===== config.mk =====
export PLATFORM = sky130hd
export DESIGN_NAME = rc_pulse_capture_stick_map_core
export DESIGN_NICKNAME = d
export VERILOG_FILES = /design/src/hdl/rcpc_pkg.sv /design/src/hdl/rc_pulse_capture_stick_map_core.sv
export SDC_FILE = /design/constraint.sdc
export NUM_CORES = 1
export LEC_CHECK = 0
export BUFFER_PORTS_ARGS = -buffer_cell sky130_fd_sc_hd__buf_4
export CAP_MARGIN = 0
export CORE_MARGIN = 1.5
export CORE_UTILIZATION = 50
export CTS_CLUSTER_DIAMETER = 30
export DETAILED_ROUTE_END_ITERATION = 10
export PLACE_DENSITY = 0.68
export SLEW_MARGIN = 20
export SYNTH_ARGS = -nofsm -noshare
export SYNTH_HDL_FRONTEND = slang
export SYNTH_SLANG_ARGS = --single-unit

===== constraint.sdc =====
create_clock -name clk_i -period 15.04 [get_ports clk_i]
set_clock_uncertainty 0.2 [all_clocks]
set_input_delay 1.504 -clock clk_i [delete_from_list [all_inputs] [get_ports clk_i]]
set_output_delay 1.504 -clock clk_i [all_outputs]
set_load 0.02 [all_outputs]

===== src/hdl/rcpc_pkg.sv =====
package rcpc_pkg;

  // Capture channel codes
  typedef enum logic [1:0] {
    CH_ROLL     = 2'd0,
    CH_PITCH    = 2'd1,
    CH_THROTTLE = 2'd2,
    CH_YAW      = 2'd3
  } chan_e;

  // Field widths
  localparam int unsigned TimeW = 16;
  localparam int unsigned CtrlW = 14;
  localparam int unsigned CalcW = 18;  // holds 1550 - 65535 with sign

  typedef logic signed [CalcW-1:0] calc_t;
  typedef logic signed [CtrlW-1:0] ctrl_t;

  // Completed pulse, between the capture stage and the mapping stage
  typedef struct packed {
    chan_e            ch;
    logic [TimeW-1:0] width;
  } pulse_t;

  // Stick mapping constants (timer ticks)
  localparam calc_t CenterLo     = 18'sd1450;
  localparam calc_t CenterHi     = 18'sd1550;
  localparam calc_t RollDbLo     = 18'sd1480;
  localparam calc_t RollDbHi     = 18'sd1520;
  localparam calc_t ThrOffset    = 18'sd1100;
  localparam calc_t ThrFloor     = 18'sd5;
  localparam calc_t ThrMax       = 18'sd1000;
  localparam calc_t YawLimit     = 18'sd200;

  // Map a pulse width to the channel's stick command.
  // Roll/pitch: gain 50/400 is a divide by 8; yaw: 200/400 is a divide by 2.
  // Both truncate toward zero.
  function automatic ctrl_t map_stick(chan_e ch, logic [TimeW-1:0] width);
    calc_t w;
    calc_t lo_thr;
    calc_t hi_thr;
    calc_t d;
    calc_t q8;
    calc_t q2;
    calc_t t;
    calc_t v;
    w = calc_t'({{(CalcW-TimeW){1'b0}}, width});
    lo_thr = (ch == CH_ROLL) ? RollDbLo : CenterLo;
    hi_thr = (ch == CH_ROLL) ? RollDbHi : CenterHi;
    // Deadband around center
    if (w <= lo_thr) begin
      d = CenterLo - w;
    end else if (w >= hi_thr) begin
      d = CenterHi - w;
    end else begin
      d = '0;
    end
    q8 = (d < 0) ? ((d + 18'sd7) >>> 3) : (d >>> 3);
    q2 = (d < 0) ? ((d + 18'sd1) >>> 1) : (d >>> 1);
    t  = w - ThrOffset;
    unique case (ch)
      CH_ROLL, CH_PITCH: begin
        v = q8;
      end
      CH_THROTTLE: begin
        if (t <= ThrFloor) begin
          v = '0;
        end else if (t >= ThrMax) begin
          v = ThrMax;
        end else begin
          v = t;
        end
      end
      CH_YAW: begin
        if (q2 >= YawLimit) begin
          v = YawLimit;
        end else if (q2 <= -YawLimit) begin
          v = -YawLimit;
        end else begin
          v = q2;
        end
      end
      default: begin
        v = '0;
      end
    endcase
    return v[CtrlW-1:0];
  endfunction

endpackage


===== src/hdl/rc_pulse_capture_stick_map_core.sv =====
// Four-channel RC pulse width capture with stick mapping.
// Input stream (s_axis): one word per timer capture event, holding the channel
// (0 roll, 1 pitch, 2 throttle, 3 yaw) and the 16-bit timer value at the edge.
// Events on a channel alternate rising/falling, rising first after reset.
// A rising edge only stores its time and gives no output word. A falling edge
// gives one output word (m_axis): channel, high time modulo 65536 and the
// mapped stick command (14-bit two's complement).
// A falling-edge event passes through the capture register, which loads at the
// accepting edge, and then the mapping register, which loads when m_axis can take it.
// Throughput: one event per cycle while m_axis is not stalled; the capture stage
// subtracts, the mapping stage compares and scales by shifts, each between two registers.
// Reset: all channels expect a rising edge, stored rise times are zero, and
// both pipeline registers are empty.
// Stall: while m_axis_tready is low the output word holds; the capture register
// still fills, and s_axis_tready drops only when both registers are full.
module rc_pulse_capture_stick_map_core
  import rcpc_pkg::*;
(
  input  logic        clk_i,
  input  logic        rst_ni,
  input  logic        s_axis_tvalid,
  output logic        s_axis_tready,
  input  logic [23:0] s_axis_tdata,   // [1:0] channel, [17:2] capture_time, [23:18] zero
  output logic        m_axis_tvalid,
  input  logic        m_axis_tready,
  output logic [31:0] m_axis_tdata    // [1:0] out_channel, [17:2] pulse_width,
                                      // [31:18] control_value
);

  // Per-channel edge phase and rise time
  logic [3:0]       awaiting_fall_q, awaiting_fall_d;
  logic [TimeW-1:0] rise_time_q [4];

  // Pipeline registers
  logic   s1_valid_q, s1_valid_d;
  pulse_t s1_q;
  logic   m_valid_q, m_valid_d;
  logic [31:0] m_data_q;

  // Input decode
  chan_e            in_ch;
  logic [TimeW-1:0] in_time;
  logic             s_accept;
  logic             s1_ready;
  logic             is_fall;
  pulse_t           s1_d;
  ctrl_t            ctrl;

  assign in_ch   = chan_e'(s_axis_tdata[1:0]);
  assign in_time = s_axis_tdata[17:2];

  // Pipeline flow control
  assign s1_ready      = !m_valid_q || m_axis_tready;
  assign s_axis_tready = !s1_valid_q || s1_ready;
  assign s_accept      = s_axis_tvalid && s_axis_tready;
  assign is_fall       = awaiting_fall_q[in_ch];

  // Capture stage: width as modular difference
  always_comb begin
    s1_d.ch    = in_ch;
    s1_d.width = in_time - rise_time_q[in_ch];
    awaiting_fall_d = awaiting_fall_q;
    if (s_accept) begin
      awaiting_fall_d[in_ch] = !is_fall;
    end
    s1_valid_d = s1_valid_q;
    if (s_accept) begin
      s1_valid_d = is_fall;
    end else if (s1_ready) begin
      s1_valid_d = 1'b0;
    end
  end

  // Mapping stage
  assign ctrl = map_stick(s1_q.ch, s1_q.width);

  always_comb begin
    m_valid_d = m_valid_q;
    if (s1_ready) begin
      m_valid_d = s1_valid_q;
    end
  end

  // Control state
  always_ff @(posedge clk_i or negedge rst_ni) begin
    if (!rst_ni) begin
      awaiting_fall_q <= '0;
      s1_valid_q      <= 1'b0;
      m_valid_q       <= 1'b0;
      for (int i = 0; i < 4; i++) begin
        rise_time_q[i] <= '0;
      end
    end else begin
      awaiting_fall_q <= awaiting_fall_d;
      s1_valid_q      <= s1_valid_d;
      m_valid_q       <= m_valid_d;
      if (s_accept && !is_fall) begin
        rise_time_q[in_ch] <= in_time;
      end
    end
  end

  // Payload registers
  always_ff @(posedge clk_i) begin
    if (s_accept) begin
      s1_q <= s1_d;
    end
    if (s1_ready && s1_valid_q) begin
      m_data_q <= {ctrl, s1_q.width, 2'(s1_q.ch)};
    end
  end

  assign m_axis_tvalid = m_valid_q;
  assign m_axis_tdata  = m_data_q;

`ifndef SYNTHESIS
  // Rising edges never produce a pulse in the capture register
  assert property (@(posedge clk_i) disable iff (!rst_ni)
    s_accept && !is_fall |=> !s1_valid_q)
    else $error("rising edge produced a pulse");

  // Input stalls only with both registers full
  assert property (@(posedge clk_i) disable iff (!rst_ni)
    !s_axis_tready |-> s1_valid_q && m_valid_q)
    else $error("input stalled with free pipeline space");

  // Throttle command stays within 0..1000
  assert property (@(posedge clk_i) disable iff (!rst_ni)
    m_valid_q && (m_data_q[1:0] == 2'(CH_THROTTLE)) |->
      !m_data_q[31] && ($unsigned(m_data_q[31:18]) <= 14'd1000))
    else $error("throttle command out of range");

  // Yaw command stays within -200..200
  assert property (@(posedge clk_i) disable iff (!rst_ni)
    m_valid_q && (m_data_q[1:0] == 2'(CH_YAW)) |->
      ($signed(m_data_q[31:18]) <= 14'sd200) && ($signed(m_data_q[31:18]) >= -14'sd200))
    else $error("yaw command out of range");
`endif

endmodule


; ---- Yosys cells after proc, flatten, opt, wreduce, memory -nomap -nowiden
; Index checks and enable logic that the tools add are counted.
[classes]
addsub = 6
bitwise = 1
mux = 24
order_cmp = 11
n_reduce_logical = 13
n_eq_ne = 3
[ops]
columns = cell, count
row1 = 14-bit 2-to-1 mux, 5
row2 = 64-bit bitwise mux, 1
row3 = 18-bit 2-to-1 mux, 3
row4 = 16-bit 2-to-1 mux, 3
row5 = 14-bit case mux with 3 select lines, 1
row6 = 11-bit by 16-bit subtractor with 17-bit output (first input constant), 2
row7 = 16-bit binary-select mux with 2-bit select, 1
row8 = 16-bit demux with 2-bit select, 1
row9 = 18-bit by 2-bit adder with 18-bit output (second input constant), 1
row10 = 18-bit by 9-bit >= comparator with 1-bit output (second input constant), 1
row11 = 18-bit by 9-bit less-or-equal comparator with 1-bit output (second input constant), 1
row12 = 18-bit by 1-bit < comparator with 1-bit output (second input constant), 1
row13 = 17-bit by 4-bit adder with 17-bit output (second input constant), 1
row14 = 17-bit by 11-bit >= comparator with 1-bit output (second input constant), 1
row15 = 17-bit by 4-bit less-or-equal comparator with 1-bit output (second input constant), 1
row16 = 16-bit by 11-bit subtractor with 17-bit output (second input constant), 1
row17 = 16-bit by 11-bit >= comparator with 1-bit output, 1
row18 = 16-bit by 11-bit less-or-equal comparator with 1-bit output, 1
row19 = 16-bit subtractor, 1
row20 = 10-bit 2-to-1 mux, 1
row21 = 7-bit 2-to-1 mux, 1
row22 = 1-bit logical AND, 5
row23 = 4-bit bitwise mux, 1
row24 = 2-bit == test (second input constant), 2
row25 = 14 further kinds, 20
[totals]
register_bits = 120
elab_cells = 68
input_bits = 28
output_inout_bits = 34

; ---- Logic depth before layout (Yosys ltp)
[logic_depth]
word_depth = 11
mapped_depth = 23
mapped_depth_nobuf = 20

; ---- Least setup slack after synthesis
; No wires, ideal clock.
[synth_path]
path_kind = input -> register
startpoint = input port s_axis_tdata[0]
endpoint = register s1_q[14] in the netlist's numbering, data pin
arrival_time_ps = 5589
cell_stages = 17
path_slack_ps = 9115
setup_ps = 135
required_ps = 14705
path_cell_list = clkbuf_1 buf_1 buf_1 mux4_2 inv_1 ha_1 nor2b_1 o21ai_0 a21boi_0 o21ai_0 a21boi_0 o21ai_0 a21boi_0 o21ai_0 a21oi_1 or4b_2 nand3_1
[synth_lines]
columns = element, line_no
row1 = from (decl), rc_pulse_capture_stick_map_core.sv:23  ; input logic [23:0] s_axis_tdata,
row2 = to (signal assigned), rc_pulse_capture_stick_map_core.sv:106  ; s1_q <= s1_d;
row3 = to (decl), rc_pulse_capture_stick_map_core.sv:36  ; pulse_t s1_q;

; ---- Worst setup path after layout
[layout_path]
startpoint = register s1_q[17] in the netlist's numbering
endpoint = register m_data_q[21], in the netlist m_axis_tdata[21], data pin
[layout_via]
elab_chain_cells = 11
[layout_rtl]
columns = element, line_no
row1 = 2-bit logical NOT, "rcpc_pkg.sv:48, rcpc_pkg.sv:49, rcpc_pkg.sv:61"
row2 = 10-bit 2-to-1 mux, rcpc_pkg.sv:49  ; hi_thr = (ch == CH_ROLL) ? RollDbHi : CenterHi;
row3 = 16-bit by 11-bit >= comparator with 1-bit output, rcpc_pkg.sv:53  ; end else if (w >= hi_thr) begin
row4 = 18-bit 2-to-1 mux, rcpc_pkg.sv:53
row5 = 18-bit 2-to-1 mux, rcpc_pkg.sv:51  ; if (w <= lo_thr) begin
row6 = 18-bit by 2-bit adder with 18-bit output / 18-bit by 1-bit < comparator with 1-bit output (equally long branches), "rcpc_pkg.sv:59, rcpc_pkg.sv:58"
row7 = 18-bit 2-to-1 mux, rcpc_pkg.sv:59  ; q2 = (d < 0) ? ((d + 18'sd1) >>> 1) : (d >>> 1);
row8 = 18-bit by 9-bit less-or-equal comparator with 1-bit output, rcpc_pkg.sv:77  ; end else if (q2 <= -YawLimit) begin
row9 = 14-bit 2-to-1 mux, rcpc_pkg.sv:77
row10 = 14-bit 2-to-1 mux, rcpc_pkg.sv:75  ; if (q2 >= YawLimit) begin
row11 = 14-bit case mux with 3 select lines *, rcpc_pkg.sv:61  ; unique case (ch)
row12 = via ctrl[3], rc_pulse_capture_stick_map_core.sv:47  ; ctrl_t ctrl;
row13 = to (signal assigned), rc_pulse_capture_stick_map_core.sv:109  ; m_data_q <= {ctrl, s1_q.width, 2'(s1_q.ch)};
row14 = to (decl), rc_pulse_capture_stick_map_core.sv:38  ; logic [31:0] m_data_q;
; The timed path passes the listed nets; every way through them passes the cells marked *.
; A chain may end at the register's enable or synchronous reset.

==> run summary <==
largest net degree at the start of global routing -> 71
routed len/inst -> 18.4 microns
ant diodes -> 0
Setup CP Type -> flop to flop
Largest stage delay, worst path -> 860 ps
CTS Hold Bufs -> 0
Worst Hold Launch -> s1_valid_q
number of H-tree levels -> 4
MaxCap Viol Count -> 0
Vias -> 6171
fillers -> 1302
Starting Density -> 0.516
gpl congestion -> 0.930
Final min period -> 6130 ps
Root Driver -> clkbuf_16
detailed placer's ending HPWL -> 13500 microns
DIE AREA -> 16600 sq um
FF-to-FF path depth -> 19
CTS sink cnt -> 120
Initial DRC Count -> 342
Core Region -> 15300 sq um
CTS tree -> done
Post-CTS Setup Bufs -> 0
row count -> 45
FF+latch count, synth -> 120
Clk Latency, worst-skew pair -> 420 ps
Pwr per Cell Area -> 228 nW/um^2
CP Data Required Time -> 15010 ps
# port buffers -> 55
Max VDD drop -> 0.102 mV
cells after synthesis -> 761
crit-path max FO -> 26
cts repair resizes -> 0
Yosys cell types -> 76
Final Net Count -> 863
Worst Hold Depth -> 1
worst-path cell chain -> nor2_1 -> inv_1 -> ha_1 -> inv_1 -> nand4_1 -> or4_1 -> o21a_4 -> nand2_1 -> nand2_1 -> inv_1 -> ha_1 -> o21ai_0 -> or4_4 -> o2bb2ai_2 -> or4_4 -> a211o_1 -> nor4_4 -> a211oi_1 -> a211o_1
Worst setup SP type -> flop
initial antenna violation count -> 0
Layout area overhead -> 14.4%
unrepaired setup endpoints after global routing -> false
pre-CTS WS -> 8990 ps
status -> complete, no violations
clock buffer depth -> 2
Critical-path top delay cell -> edfxtp_1
Overall Global Routing Usage -> 0.246
setup violators final -> 0
Setup TNS -> 0 ps
min-delay worst type -> flop to flop
Worst EP arrival -> 6090 ps
Cell Area, Synth -> 7900 sq um
Final ANT Viol Nets -> 0
async set or reset register ratio after synthesis -> 0.583
Reg2Reg Capture Point -> m_axis_tdata[21]
share of layout cells above drive strength 1 -> 0.239
first-pass GRT wire length -> 31600 microns
WP buf/inv -> 3
FF-to-FF setup slack -> 8910 ps
Worst setup EP type -> flop
most used cell, CP -> inv_1
clk slew on worst S/H paths -> 60 ps
total CTS buffers -> 17
aggregate global routing overflow -> 0
first-pass detailed-route iteration total -> 5
Slew headroom -> 0.244
post-synthesis sequential area ratio -> 0.412
Primary FF master, synth -> dfrtp_1
Crit path max-delay family -> simple AND/OR/NAND/NOR gates
syn nets -> 818
Max Fclk -> 0.163 GHz
Worst Max-Slew Pin Slew -> 1130 ps
Reg-to-Reg Start -> s1_q[17]
hold worst-path end -> m_axis_tvalid
Die Width -> 129 microns
Top Ports -> 62
Ys Warns -> 0
DRC -> 0
crit share post-route -> 0.407
number of global-route vias before repair -> 6260
syn avg cell area -> 10.4 sq um
Leak -> 3.55 nW
PnR Total Power -> 0.00206 W
Final Max Slew Viols -> 0
Die Y -> 129 microns
Setup WS post-layout -> 8910 ps
Post-synth EDFFs -> 50
Via density -> 5.99
Routed WL -> 18900 microns
Final Hold Vio Count -> 0
-- logic make-up (layout without fill, tap and decap cells) --
kind of cell               count (synthesis)  count (layout)  synth area share
muxes                                     86              86             0.146
buffers and inverters                     75             133            0.0372
adders and majority gates                 29              29            0.0469
and+or+nand+nor                          233             233             0.149
AOI/OAI and AO/OA                        162             162             0.147
xor gates and xnor gates                  56              56            0.0621
DFF                                      120             120             0.412
-- layout by cell type (no fill, tap or decap), drive strengths merged, types with 9 or more instances in the layout --
master,n
a21oi,27
buf,59
clkbuf,21
dfrtp,70
edfxtp,50
ha,28
inv,48
mux2,64
mux4,17
nand2,45
nand3,15
nand4,9
nor2,72
nor2b,10
nor3,27
nor4,15
o21ai,32
o22ai,10
xnor2,40
xor2,16
-- through the flow --
| step | hold WS [ps] | cell area, sq um | utilization | std cells |
|---|---|---|---|---|
| after floorplan | 221 | 7900 | - | 761 |
| after global placement | 264 | 8500 | 0.555 | 998 |
| after detailed placement | 270 | 8500 | 0.555 | 998 |
| after CTS | 293 | 9040 | 0.590 | 1030 |
| after global routing | 308 | 9040 | 0.590 | 1030 |
| final | 296 | 9040 | 0.590 | 1030 |
-- power breakdown --
group	switching [W]	internal (W)	total (W)	leakage [nW]
Combinational	0.000581	0.000453	0.00103	1.98
Sequential	0.000141	0.000512	0.000653	1.31
Clock	0.000156	0.000217	0.000373	0.268
-- worst max path at each step --
stage                    start               end  slack (ps)  cells past startpoint
3_3_place_gp          s1_q[17]  m_axis_tdata[21]        9040                     19
2_1_floorplan  s_axis_tdata[0]          s1_q[14]        9120                     17
3_5_place_dp          s1_q[17]  m_axis_tdata[21]        8990                     19
5_1_grt               s1_q[17]  m_axis_tdata[21]        8640                     19
4_1_cts               s1_q[17]  m_axis_tdata[21]        8960                     19
6_report              s1_q[17]  m_axis_tdata[21]        8910                     19
-- per-layer routing --
layer	wire length [microns]	up-vias	global-route usage	part of all wire
met1	8240	3028	0.306	0.44
li1	-	2933	-	-
met4	620	0	0.117	0.033
met3	794	52	0.0520	0.042
met5	0	-	0	0
met2	9270	158	0.412	0.49
-- cell usage after synthesis (4+ instances only) --
| library cell | instances | area [sq um] |
|---|---|---|
| nor2_1 | 72 | 270 |
| dfrtp_1 | 70 | 1750 |
| mux2_2 | 64 | 721 |
| edfxtp_1 | 50 | 1500 |
| nand2_1 | 45 | 169 |
| inv_1 | 42 | 158 |
| xnor2_1 | 40 | 350 |
| ha_1 | 28 | 350 |
| o21ai_0 | 28 | 140 |
| a21oi_1 | 27 | 135 |
| nor3_1 | 27 | 135 |
| clkbuf_1 | 22 | 82.6 |
| mux4_2 | 17 | 383 |
| xor2_1 | 16 | 140 |
| nand3_1 | 15 | 75.1 |
| nor4_1 | 13 | 81.3 |
| nor2b_1 | 10 | 62.6 |
| nand4_1 | 9 | 56.3 |
| o22ai_1 | 9 | 56.3 |
| a21o_1 | 8 | 60.1 |
| nand2b_1 | 8 | 50.1 |
| o31ai_1 | 8 | 60.1 |
| a211oi_1 | 6 | 45.0 |
| a21boi_0 | 6 | 45.0 |
| a22oi_1 | 6 | 45.0 |
| buf_1 | 6 | 22.5 |
| or2_2 | 6 | 37.5 |
| a31oi_1 | 5 | 31.3 |
| mux2i_1 | 5 | 50.1 |
| or3_1 | 5 | 31.3 |
| and3_1 | 4 | 25.0 |
| buf_2 | 4 | 20.0 |
| o211ai_1 | 4 | 30.0 |
-- sequential cells by signal (all words and copies together) (netlist names) --
| name | cells |
|---|---|
| awaiting_fall_q | 4 |
| m_axis_tdata | 32 |
| m_axis_tvalid | 1 |
| rise_time_q | 64 |
| s1_q | 18 |
| s1_valid_q | 1 |
-- final cells by class --
type	instances	area, sq um	share of cell area
tap	211	264	0.0292
sequential	120	3250	0.360
multi-input combinational	566	4390	0.485
clock inverter	11	87.6	0.00969
clock buffer	21	450	0.0498
timing repair buffer	59	443	0.0490
inverter	42	158	0.0174
Note: power is estimated with default switching activity, not from simulation.
